`src/rtl/dfd_pkg.sv`:
```
package dfd_pkg;

    localparam int CFG_DATA_W = 16;

    localparam logic CFG_EXPECTED_MAGIC   = 1'b0;
    localparam logic CFG_EXPECTED_VERSION = 1'b1;

    localparam logic KIND_PAYLOAD   = 1'b0;
    localparam logic KIND_FRAME_END = 1'b1;

    localparam logic [1:0] ST_OK        = 2'd0;
    localparam logic [1:0] ST_TRUNCATED = 2'd1;
    localparam logic [1:0] ST_BAD_MAGIC = 2'd2;
    localparam logic [1:0] ST_BAD_VER   = 2'd3;

    typedef struct packed {
        logic [7:0] data_byte;
        logic       end_of_datagram;
    } t_in_item;

    typedef struct packed {
        logic        result_kind;
        logic [7:0]  payload_byte;
        logic [1:0]  frame_status;
        logic [7:0]  message_type;
        logic [15:0] sequence_number;
        logic [7:0]  frame_flags;
        logic [15:0] payload_length;
        logic [15:0] check_word;
    } t_out_item;

    typedef struct packed {
        logic      valid;
        t_out_item item;
    } t_parse_res;

endpackage

```
`src/rtl/dfd_parser.sv`:
```
module dfd_parser
    import dfd_pkg::*;
(
    input  logic                  i_clk,
    input  logic                  i_rst_n,
    input  logic                  i_accept,
    input  t_in_item              i_item,
    input  logic                  i_cfg_we,
    input  logic                  i_cfg_addr,
    input  logic [CFG_DATA_W-1:0] i_cfg_wdata,
    output t_parse_res            o_res
);

    typedef enum logic [3:0] {
        PH_MAGIC_HI = 4'd0,
        PH_MAGIC_LO = 4'd1,
        PH_VERSION  = 4'd2,
        PH_TYPE     = 4'd3,
        PH_SEQ_HI   = 4'd4,
        PH_SEQ_LO   = 4'd5,
        PH_FLAGS    = 4'd6,
        PH_LEN_HI   = 4'd7,
        PH_LEN_LO   = 4'd8,
        PH_PAYLOAD  = 4'd9,
        PH_CHECK_HI = 4'd10,
        PH_CHECK_LO = 4'd11
    } t_phase;

    t_phase      r_phase, n_phase;
    logic        r_finished, n_finished;
    logic [7:0]  r_hold, n_hold;
    logic [7:0]  r_type, n_type;
    logic [15:0] r_seq, n_seq;
    logic [7:0]  r_flags, n_flags;
    logic [15:0] r_len, n_len;
    logic [15:0] r_remain, n_remain;
    logic [15:0] r_magic;
    logic [7:0]  r_version;

    logic [7:0]  b;
    logic        eod;
    logic [15:0] word;
    logic        ended;
    logic [1:0]  end_status;
    logic [15:0] end_check;

    assign b    = i_item.data_byte;
    assign eod  = i_item.end_of_datagram;
    assign word = {r_hold, b};

    always_comb begin
        n_phase    = r_phase;
        n_finished = r_finished;
        n_hold     = r_hold;
        n_type     = r_type;
        n_seq      = r_seq;
        n_flags    = r_flags;
        n_len      = r_len;
        n_remain   = r_remain;
        ended      = 1'b0;
        end_status = ST_OK;
        end_check  = '0;
        o_res      = '0;

        if (r_finished) begin
            if (eod) begin
                n_finished = 1'b0;
                n_phase    = PH_MAGIC_HI;
            end
        end else begin
            case (r_phase)
                PH_MAGIC_LO: begin
                    if (word != r_magic) begin
                        ended      = 1'b1;
                        end_status = ST_BAD_MAGIC;
                    end else begin
                        n_phase = PH_VERSION;
                    end
                end
                PH_VERSION: begin
                    if (b != r_version) begin
                        ended      = 1'b1;
                        end_status = ST_BAD_VER;
                    end else begin
                        n_phase = PH_TYPE;
                    end
                end
                PH_TYPE: begin
                    n_type  = b;
                    n_phase = PH_SEQ_HI;
                end
                PH_SEQ_HI: begin
                    n_hold  = b;
                    n_phase = PH_SEQ_LO;
                end
                PH_SEQ_LO: begin
                    n_seq   = word;
                    n_phase = PH_FLAGS;
                end
                PH_FLAGS: begin
                    n_flags = b;
                    n_phase = PH_LEN_HI;
                end
                PH_LEN_HI: begin
                    n_hold  = b;
                    n_phase = PH_LEN_LO;
                end
                PH_LEN_LO: begin
                    n_len    = word;
                    n_remain = word;
                    n_phase  = (word == '0) ? PH_CHECK_HI : PH_PAYLOAD;
                end
                PH_PAYLOAD: begin
                    o_res.valid             = 1'b1;
                    o_res.item.result_kind  = KIND_PAYLOAD;
                    o_res.item.payload_byte = b;
                    n_remain                = r_remain - 16'd1;
                    if (n_remain == '0) begin
                        n_phase = PH_CHECK_HI;
                    end
                end
                PH_CHECK_HI: begin
                    n_hold  = b;
                    n_phase = PH_CHECK_LO;
                end
                PH_CHECK_LO: begin
                    ended      = 1'b1;
                    end_status = ST_OK;
                    end_check  = word;
                end
                default: begin
                    n_type   = '0;
                    n_seq    = '0;
                    n_flags  = '0;
                    n_len    = '0;
                    n_remain = '0;
                    n_hold   = b;
                    n_phase  = PH_MAGIC_LO;
                end
            endcase

            if (ended || eod) begin
                o_res.valid                = 1'b1;
                o_res.item.result_kind     = KIND_FRAME_END;
                o_res.item.payload_byte    = '0;
                o_res.item.frame_status    = ended ? end_status : ST_TRUNCATED;
                o_res.item.message_type    = n_type;
                o_res.item.sequence_number = n_seq;
                o_res.item.frame_flags     = n_flags;
                o_res.item.payload_length  = n_len;
                o_res.item.check_word      = ended ? end_check : 16'd0;
                if (eod) begin
                    n_phase    = PH_MAGIC_HI;
                    n_finished = 1'b0;
                end else begin
                    n_finished = 1'b1;
                end
            end
        end

        if (!i_accept) begin
            o_res.valid = 1'b0;
        end
    end

    always_ff @(posedge i_clk) begin
        if (!i_rst_n) begin
            r_phase    <= PH_MAGIC_HI;
            r_finished <= 1'b0;
            r_magic    <= '0;
            r_version  <= '0;
        end else begin
            if (i_accept) begin
                r_phase    <= n_phase;
                r_finished <= n_finished;
            end
            if (i_cfg_we) begin
                case (i_cfg_addr)
                    CFG_EXPECTED_MAGIC:   r_magic   <= i_cfg_wdata;
                    CFG_EXPECTED_VERSION: r_version <= i_cfg_wdata[7:0];
                    default: ;
                endcase
            end
        end
    end

    always_ff @(posedge i_clk) begin
        if (i_accept) begin
            r_hold   <= n_hold;
            r_type   <= n_type;
            r_seq    <= n_seq;
            r_flags  <= n_flags;
            r_len    <= n_len;
            r_remain <= n_remain;
        end
    end

endmodule

```
`src/rtl/datagram_frame_decoder.sv`:
```
// Datagram frame decoder.
// Input channel: one datagram byte per transfer (i_in_valid / o_in_stall),
// with end_of_datagram set on the last byte. Output channel
// (o_out_valid / i_out_stall): one result per payload byte, and one
// frame-end result per datagram carrying the header fields and a status
// (ok, truncated, bad magic, bad version). Bytes after the frame end are
// dropped until the end-of-datagram byte.
// Configuration: write expected magic (index 0) and expected version
// (index 1) through i_cfg_we / i_cfg_addr / i_cfg_wdata while idle.
// Throughput: one byte per cycle while o_in_stall is low; header parse
// and result are formed combinationally from the phase register. Each
// result enters the output register, or the skid register if the output
// is stalled. They decouple the channels: o_in_stall rises only when
// both hold a result, after the receiver stalled a full output register.
// Reset (synchronous, active low) clears both registers' valid flags, the
// parser phase and the configuration registers; the block then expects
// the first magic byte.
module datagram_frame_decoder
    import dfd_pkg::*;
(
    input  logic                  i_clk,
    input  logic                  i_rst_n,
    input  logic                  i_in_valid,
    output logic                  o_in_stall,
    input  t_in_item              i_in_data,
    output logic                  o_out_valid,
    input  logic                  i_out_stall,
    output t_out_item             o_out_data,
    input  logic                  i_cfg_we,
    input  logic                  i_cfg_addr,
    input  logic [CFG_DATA_W-1:0] i_cfg_wdata
);

    logic       in_accept;
    logic       slot_free;
    t_parse_res res;

    logic       r_out_valid;
    t_out_item  r_out;
    logic       r_skid_valid;
    t_out_item  r_skid;

    assign in_accept = i_in_valid && !r_skid_valid;
    assign slot_free = !r_out_valid || !i_out_stall;

    dfd_parser u_parser (
        .i_clk       (i_clk),
        .i_rst_n     (i_rst_n),
        .i_accept    (in_accept),
        .i_item      (i_in_data),
        .i_cfg_we    (i_cfg_we),
        .i_cfg_addr  (i_cfg_addr),
        .i_cfg_wdata (i_cfg_wdata),
        .o_res       (res)
    );

    always_ff @(posedge i_clk) begin
        if (!i_rst_n) begin
            r_out_valid  <= 1'b0;
            r_skid_valid <= 1'b0;
        end else if (r_skid_valid) begin
            if (slot_free) begin
                r_out        <= r_skid;
                r_out_valid  <= 1'b1;
                r_skid_valid <= 1'b0;
            end
        end else if (res.valid) begin
            if (slot_free) begin
                r_out       <= res.item;
                r_out_valid <= 1'b1;
            end else begin
                r_skid       <= res.item;
                r_skid_valid <= 1'b1;
            end
        end else if (slot_free) begin
            r_out_valid <= 1'b0;
        end
    end

    assign o_in_stall  = r_skid_valid;
    assign o_out_valid = r_out_valid;
    assign o_out_data  = r_out;

endmodule

```
`config.mk`:
```
export PLATFORM = sky130hd
export DESIGN_NAME = datagram_frame_decoder
export DESIGN_NICKNAME = d
export VERILOG_FILES = /design/src/rtl/dfd_pkg.sv /design/src/rtl/dfd_parser.sv /design/src/rtl/datagram_frame_decoder.sv
export SDC_FILE = /design/constraint.sdc
export NUM_CORES = 1
export LEC_CHECK = 0
export BUFFER_PORTS_ARGS = -buffer_cell sky130_fd_sc_hd__buf_2
export CELL_PAD_IN_SITES_DETAIL_PLACEMENT = 1
export CELL_PAD_IN_SITES_GLOBAL_PLACEMENT = 1
export CORE_ASPECT_RATIO = 1.25
export CORE_MARGIN = 5
export CORE_UTILIZATION = 43
export DETAILED_ROUTE_END_ITERATION = 10
export HOLD_SLACK_MARGIN = 0.12
export PLACE_DENSITY_LB_ADDON = 0.08
export SLEW_MARGIN = 25
export SYNTH_ARGS = -nofsm -noshare
export SYNTH_HDL_FRONTEND = slang
export SYNTH_SLANG_ARGS = --single-unit
```
`constraint.sdc`:
```
create_clock -name i_clk -period 6.5 [get_ports i_clk]
set_input_delay 0 -clock i_clk [delete_from_list [all_inputs] [get_ports i_clk]]
set_output_delay 0 -clock i_clk [all_outputs]
set_load 0.05 [all_outputs]
```
==> PnR_summary.wiki, run 1 <==
{| class="wikitable"
! Metric !! Value
|-
| Beginning of the worst register-to-register path || u_parser.r_phase[1]
|-
| Slowest stage cell on the critical path || sky130_fd_sc_hd__dfxtp_1
|-
| Summed instance area of the synthesized netlist || 0.0112 sq mm
|-
| Tightest Pin Transition || roughly 0.95 ns
|-
| P&R area growth vs syn || 19.2%
|-
| Chain of cells forming the critical path || nor2b_1, nand3_1, o2111ai_4, o21ai_1, a21oi_4, buf_12
|-
| Proportion of power drawn by flip-flops and latches || between 50% and 60%
|-
| DRT iter0 DRCs || 528
|-
| Number of vias in the routed layout || 7697
|-
| Setup slack of the most critical reg-to-reg path || 2.71 ns
|-
| Proportion of power drawn by combinational gates || roughly 8%
|-
| Pleak || between 4 and 5 nW
|-
| Fraction of final layout cells sized beyond drive strength 1 || around a fifth
|-
| Tightest Hold Check Type || in2reg
|-
| Setup violators final || 0
|-
| Cell taking the most area after synthesis || sky130_fd_sc_hd__edfxtp_1
|-
| Row Count || 66
|-
| CP arrival || between 3 and 4 ns
|-
| Detailed Place HPWL || around 18 mm
|-
| Final layout net count || 1063
|-
| Global-route wire length before repair || 47.2 mm
|-
| Outcome || completed
|-
| Kind of start point of the critical path || register
|-
| Parity-gate share of the synthesized area counting xor and xnor cells || 2.74%
|-
| Unrepaired setup endpoints after global routing || no
|-
| Portion of netlist area occupied by mux cells || ~2.5%
|-
| Simple-gate area share of the yosys netlist || between 10% and 20%
|-
| Warnings, synthesis || 0
|-
| Proportion of synthesized chip area in sequential cells || 65.0%
|-
| I/O pin count || 108
|-
| Maximum achievable frequency || approximately 260 MHz
|-
| Drt pass-1 iters || 5
|-
| Largest net degree at the start of global routing || 72
|-
| Antenna violations before repair || 0
|-
| DR vias/cell || 5.54
|-
| MaxCap Viol Count || 0
|-
| CTS tree || done
|-
| Final number of hold-violating endpoints || 0
|-
| Multi-input gate area || between 0.003 and 0.004 sq mm
|-
| R2r worst-path depth || 6
|-
| Detail Route Antenna Nets || 0
|-
| Wire per inst || ~22 microns
|-
| Endpoint class of the critical path || register
|-
| Commonest register cell after synthesis || sky130_fd_sc_hd__edfxtp_1
|-
| Floorplan die width || ~150 microns
|-
| Number of enable-type register cells in the synthesized netlist || roughly 220
|-
| Vert. Die Dim || roughly 190 microns
|-
| Top post-synthesis cells by count || sky130_fd_sc_hd__edfxtp_1, sky130_fd_sc_hd__nand2_1, sky130_fd_sc_hd__nor2_1, sky130_fd_sc_hd__inv_1, sky130_fd_sc_hd__a32o_1
|-
| H-tree levels || 1
|-
| Launch instance of the worst min-delay path || i_cfg_wdata[6]
|-
| Share of synthesized flip-flops with an asynchronous set or reset || 0%
|-
| Clock root buffer || sky130_fd_sc_hd__clkbuf_16
|-
| Share of total power consumed by net switching || between 20 and 25%
|-
| Minimum clock period after layout || 3.79 ns
|-
| Instance count of the mapped netlist || roughly 900
|-
| Die area || 0.0294 sq mm
|-
| Largest stage delay on the critical path || approximately 0.94 ns
|-
| Number of max-slew violations in the final report || 0
|-
| Number of CTS-inserted buffers || 26
|-
| Flip-flop and latch area || around 0.0073 sq mm
|-
| Internal power summed over all cells || around 2.8 mW
|-
| Synth Net Count || 940
|-
| Average cell area after synthesis || 12.4 sq um
|-
| Overall Power || approximately 3.7 mW
|-
| Post-route DRC || 0
|-
| Top cell type's share of synthesized area || between 50% and 60%
|-
| Relative max-transition margin || 36.7%
|-
| Number of setup buffers added after CTS || 0
|-
| Maximum number of buffers from clock root to sink || 3
|-
| Most used standard cell by instance count after synthesis || sky130_fd_sc_hd__edfxtp_1
|-
| Final wirelength || between 30 and 40 mm
|-
| Cell types with the largest area share after synthesis || sky130_fd_sc_hd__edfxtp_1, sky130_fd_sc_hd__dfxtp_1, sky130_fd_sc_hd__a32o_1, sky130_fd_sc_hd__nand2_1, sky130_fd_sc_hd__a22oi_1
|-
| Largest family of logic cells by synthesized area || compound AO/OA/AOI/OAI gates
|-
| Biggest fanout along the worst timing path || 57
|-
| FF-to-FF End || o_out_data[34]
|-
| Ant diodes || 0
|-
| Number of storage elements in the synthesis netlist || 253
|-
| Worst setup path end || o_out_data[34]
|-
| Filler cell count || about 2600
|-
| Worst-path clk slew || about 0.070 ns
|-
| Core Area || roughly 0.026 sq mm
|-
| Initial cell density of the core || 43.4%
|-
| Synthesized-area fraction occupied by ao, oa, aoi and oai cells || 13.6%
|-
| Worst voltage drop across the vdd grid || ~0.22 mV
|-
| Port-buffer cells || 107
|-
| Clk Latency, worst-skew pair || between 0.5 and 0.6 ns
|-
| Worst setup startpoint || u_parser.r_phase[1]
|-
| Total overflow reported by the global router || 0
|-
| Required time worst endpoint || between 6 and 7 ns
|-
| Overall fraction of global-route tracks in use || just over 20%
|-
| Synthesized-area fraction occupied by adder cells || less than 1%
|-
| Count of unique library cells instantiated by Yosys || 53
|-
| Clock share of power || roughly 42%
|-
| Layout Skew || 0.0120 ns
|-
| Global placement routability congestion || between 0.8 and 0.9
|-
| Setup Crit Path Kind || reg2reg
|-
| Number of global-route vias before repair || about 8100
|-
| Pwr Density || ~280 mW/mm^2
|-
| Setup TNS Final || 0 ns
|-
| Total number of clock tree sinks || 253
|-
| Worst hold margin || slightly below 0.3 ns
|-
| Tcrit/Tclk final || 58.4%
|-
| Switching pwr || 0.895 mW
|}
-- layer usage --
metal / vias to the layer above / part of all wire (%) / GRT usage [%]
li1: 3619 / - / -
met5: - / 0 / 0
met4: 0 / 2.2 / 5.03
met2: 165 / 50 / 35.3
met1: 3873 / 44 / 27.1
met3: 40 / 3.7 / 2.54
-- final cells by class --
type	instances	share of cell area (%)
clock inverter	19	1.60
sequential	253	54.6
clock buffer	28	4.93
multi-input combinational	529	26.0
tap	340	3.18
inverter	59	1.66
timing repair buffer	161	8.07
-- registers in the layout (all words and copies together), names as in the netlist --
name,count
o_out_data,75
r_skid,75
u_parser.r_len,16
u_parser.r_magic,16
u_parser.r_remain,16
u_parser.r_seq,16
u_parser.r_flags,8
u_parser.r_hold,8
u_parser.r_type,8
u_parser.r_version,8
u_parser.r_phase,4
o_in_stall,1
o_out_valid,1
u_parser.r_finished,1
-- worst max-delay path: cells and delay by family (launching register included) --
family	cells	cell delay (ns)
DFF	1	0.94
buffers and inverters	1	0.35
and+or+nand+nor	2	1.01
AOI/OAI and AO/OA	3	1.06
-- repair_timing --
action,4_1_cts,5_1_grt
hold buffers,45,0
gates resized for setup,0,0
endpoints found under the hold margin,84,0
-- cells by family after synthesis --
group	Yosys count
and+or+nand+nor	262
DFF	253
AOI/OAI and AO/OA	205
buffers and inverters	125
xor gates and xnor gates	35
muxes	25
adders and majority gates	2
-- power groups by stage --
stage                     logic (mW)  registers (mW)  clock network [mW]
after floorplan                0.140            1.94                   0
after global placement         0.277            1.90                   0
after detailed placement       0.281            1.90                   0
after CTS                      0.302            1.86                1.57
after global routing           0.323            1.87                1.64
final                          0.299            1.86                1.54
-- metrics by stage --
stage               std cells  worst slack (ns)  util (%)  area (sq um)
finish                   1389              2.71      51.7         13400
global route             1389              2.42      51.7         13400
CTS                      1389              2.72      51.7         13400
detailed placement       1297              2.74      46.6         12000
global placement         1297              2.87      46.6         12000
floorplan                 907            0.0999         -         11200
-- worst min path at each step --
stage,end,slack [ns],depth (start not counted)
CTS,u_parser.r_magic[9],0.27,4
finish,u_parser.r_magic[6],0.29,4
global placement,u_parser.r_magic[15],0.25,3
detailed placement,u_parser.r_magic[15],0.25,3
global route,u_parser.r_magic[6],0.30,4
floorplan,u_parser.r_hold[0],0.1,0
-- cell usage in the layout, fill, tap and decap left out, types with 8 or more instances in the layout --
cell type,count
sky130_fd_sc_hd__edfxtp_1,222
sky130_fd_sc_hd__buf_2,107
sky130_fd_sc_hd__nand2_1,86
sky130_fd_sc_hd__nor2_1,68
sky130_fd_sc_hd__inv_1,56
sky130_fd_sc_hd__a32o_1,50
sky130_fd_sc_hd__dlygate4sd3_1,45
sky130_fd_sc_hd__a22oi_1,41
sky130_fd_sc_hd__o21ai_0,37
sky130_fd_sc_hd__xnor2_1,31
sky130_fd_sc_hd__a21oi_1,30
sky130_fd_sc_hd__dfxtp_1,30
sky130_fd_sc_hd__and2_1,27
sky130_fd_sc_hd__clkbuf_16,26
sky130_fd_sc_hd__mux2_2,24
sky130_fd_sc_hd__nor2b_1,15
sky130_fd_sc_hd__nand3_1,15
sky130_fd_sc_hd__nand4_1,11
sky130_fd_sc_hd__a211oi_1,11
sky130_fd_sc_hd__a22o_1,8
sky130_fd_sc_hd__and3_1,8
sky130_fd_sc_hd__clkinv_2,8
Power figures use the tool's default switching activity.
==> run 2, diff against run 1 <==
==> constraint.sdc (replaced) <==
create_clock -name i_clk -period 3.3 [get_ports i_clk]
set_input_delay 0 -clock i_clk [delete_from_list [all_inputs] [get_ports i_clk]]
set_output_delay 0 -clock i_clk [all_outputs]
set_load 0.05 [all_outputs]
==> run 2 against run 1 <==
Cell count is 1.6% higher. Critical path type unchanged. Routed wire length is 4.9% higher. Sequential share of layout area is 0.29 points lower. Clock power is 68% higher. Die area stayed put. Combinational power is 110% higher. Highest routed layer unchanged. Clock skew is 0.0022 ns higher. Largest cell class unchanged. Worst hold slack worse by 0.0041 ns. Power is 86% higher. First-iteration DRC count is 15% lower. Largest power group unchanged. Non-clock buffer count is 25 higher.
==> PnR_summary.wiki, run 2 (synthesis gave the netlist of run 1 again) <==
{| class="wikitable"
! Metric !! Value
|-
| Filler cell count || 2671 (was 2647)
|-
| CTS tree || done (unchanged)
|-
| Worst voltage drop across the vdd grid || 0.325 mV (was 0.217 mV)
|-
| Required time worst endpoint || 3.55 ns (was 6.70 ns)
|-
| Slowest stage cell on the critical path || sky130_fd_sc_hd__nor4_2 (was sky130_fd_sc_hd__dfxtp_1)
|-
| MaxCap Viol Count || 0 (unchanged)
|-
| Tcrit/Tclk final || 85.4% (was 58.4%)
|-
| Clock root buffer || sky130_fd_sc_hd__clkbuf_16 (unchanged)
|-
| Core Area || 0.0258 sq mm (unchanged)
|-
| Port-buffer cells || 107 (unchanged)
|-
| Wire per inst || 22.8 microns (was 22.0 microns)
|-
| Global placement routability congestion || 0.858 (was 0.805)
|-
| Clk Latency, worst-skew pair || 0.52 ns (was 0.54 ns)
|-
| Total number of clock tree sinks || 253 (unchanged)
|-
| Largest net degree at the start of global routing || 57 (was 72)
|-
| Commonest cells after routing, fill and taps aside || sky130_fd_sc_hd__edfxtp_1, sky130_fd_sc_hd__buf_2, sky130_fd_sc_hd__nand2_1, sky130_fd_sc_hd__nor2_1, sky130_fd_sc_hd__inv_1 (unchanged)
|-
| Beginning of the worst register-to-register path || u_parser.r_hold[7] (was u_parser.r_phase[1])
|-
| Chain of cells forming the critical path || xnor2_1, nand4_1, nor4_2, o2111ai_4, buf_4, nand2_1, buf_12, o21ai_0 (was nor2b_1, nand3_1, o2111ai_4, o21ai_1, a21oi_4, buf_12)
|-
| Number of max-slew violations in the final report || 0 (unchanged)
|-
| P&R area growth vs syn || 19.8% (was 19.2%)
|-
| PostCTS Resize Cnt || 0 (unchanged)
|-
| Post-route DRC || 0 (unchanged)
|-
| Endpoint class of the critical path || register (unchanged)
|-
| DRT iter0 DRCs || 450 (was 528)
|-
| Final wirelength || 32.1 mm (was 30.6 mm)
|-
| Total overflow reported by the global router || 0 (unchanged)
|-
| Layout Skew || 0.0143 ns (was 0.0120 ns)
|-
| Row Count || 66 (unchanged)
|-
| Minimum clock period after layout || 2.82 ns (was 3.79 ns)
|-
| Worst-path clk slew || 0.06 ns (was 0.07 ns)
|-
| Post-Route Utilization || 52.0% (was 51.7%)
|-
| Maximum number of buffers from clock root to sink || 3 (unchanged)
|-
| Fraction of final layout cells sized beyond drive strength 1 || 20.8% (was 19.2%)
|-
| Final layout net count || 1087 (was 1063)
|-
| DR vias/cell || 5.54 (about the same)
|-
| Launch instance of the worst min-delay path || i_cfg_wdata[10] (was i_cfg_wdata[6])
|-
| Number of setup buffers added after CTS || 0 (unchanged)
|-
| Antenna violations before repair || 0 (unchanged)
|-
| Setup TNS Final || 0 ns (unchanged)
|-
| Unrepaired setup endpoints after global routing || no (unchanged)
|-
| Setup violators final || 0 (unchanged)
|-
| Relative max-transition margin || 42.2% (was 36.7%)
|-
| Multi-input gate area || 0.00348 sq mm (was 0.00347 sq mm)
|-
| Global-route wire length before repair || 49.6 mm (was 47.2 mm)
|-
| Worst setup startpoint || u_parser.r_hold[7] (was u_parser.r_phase[1])
|-
| Largest stage delay on the critical path || 0.55 ns (was 0.94 ns)
|-
| Die area || 0.0294 sq mm (unchanged)
|-
| Pleak || 4.99 nW (was 4.91 nW)
|-
| Number of CTS-inserted buffers || 25 (was 26)
|-
| Flip-flop and latch area || 0.00729 sq mm (unchanged)
|-
| Vert. Die Dim || 190 microns (unchanged)
|-
| H-tree levels || 1 (unchanged)
|-
| Initial cell density of the core || 43.4% (unchanged)
|-
| CP arrival || 3.07 ns (was 3.99 ns)
|-
| Number of vias in the routed layout || 7814 (was 7697)
|-
| Kind of start point of the critical path || register (unchanged)
|-
| Tightest Pin Transition || 0.864 ns (was 0.948 ns)
|-
| Overall fraction of global-route tracks in use || 21.7% (was 20.3%)
|-
| Maximum achievable frequency || 355 MHz (was 264 MHz)
|-
| Drt pass-1 iters || 4 (was 5)
|-
| Setup Crit Path Kind || reg2reg (unchanged)
|-
| Pwr Density || 513 mW/mm^2 (was 277 mW/mm^2)
|-
| Outcome || completed (unchanged)
|-
| Number of buffers added to fix hold violations after cts || 36 (was 45)
|-
| Final number of hold-violating endpoints || 0 (unchanged)
|-
| Detail Route Antenna Nets || 0 (unchanged)
|-
| Ant diodes || 0 (unchanged)
|-
| Floorplan die width || 154 microns (unchanged)
|-
| Most common cell after layout, fill and taps aside || sky130_fd_sc_hd__edfxtp_1 (unchanged)
|-
| Tightest Hold Check Type || in2reg (unchanged)
|-
| Detailed Place HPWL || 21.1 mm (was 18.4 mm)
|-
| Number of global-route vias before repair || 8399 (was 8135)
|-
| Biggest fanout along the worst timing path || 56 (was 57)
|-
| I/O pin count || 108 (unchanged)
|}
run 2: worst max-delay path: cells and delay by family (launching register included):
family	cells	cell delay (ns)
AND/OR/NAND/NOR	3	0.89
flip-flops	1	0.54
XOR/XNOR	1	0.20
buffers and inverters	2	0.61
AO/OA/AOI/OAI	2	0.26
run 2: final cells by class:
class | instances | share of cell area (%)
inverters | 59 | 1.68
well taps | 340 | 3.17
flip-flops and latches | 253 | 54.3
clock inverters | 5 | 0.196
clock buffers | 39 | 5.12
multi-input cells | 529 | 25.9
repair buffers | 186 | 9.69
run 2: worst paths after layout:
kind,end,slack [ns],cells past startpoint
setup / recovery,o_out_data[74],0.48,8
hold / removal,u_parser.r_magic[10],0.29,4
setup reg to reg,o_out_data[74],0.48,8
hold reg to reg,u_parser.r_magic[7],0.47,2
run 2: report_power, final:
part	switching, mW	leakage [nW]	total, mW	internal, mW
logic	0.445	2.23	0.640	0.196
registers	0.0688	2.41	3.65	3.58
clock network	1.16	0.346	2.59	1.43
total	1.68	4.99	6.89	5.21
run 2: stage by stage:
| stage | worst slack, ns | std cells | hold slack [ns] | cell area, sq um | power (mW) |
|---|---|---|---|---|---|
| global route | 0.362 | 1411 | 0.295 | 13400 | 7.16 |
| global placement | 0.445 | 1329 | 0.254 | 12300 | 4.32 |
| detailed placement | 0.516 | 1331 | 0.258 | 12400 | 4.33 |
| finish | 0.481 | 1411 | 0.287 | 13400 | 6.89 |
| floorplan | 0.000400 | 907 | 0.0989 | 11200 | 4.09 |
| CTS | 0.521 | 1411 | 0.264 | 13400 | 6.97 |
run 2: layer usage:
| layer | part of all wire (%) | global-route usage, % | up-vias |
|---|---|---|---|
| li1 | - | - | 3650 |
| met3 | 4.3 | 2.86 | 47 |
| met1 | 42 | 28.2 | 3929 |
| met2 | 50 | 38.1 | 188 |
| met5 | 0 | 0 | - |
| met4 | 3.0 | 6.46 | 0 |
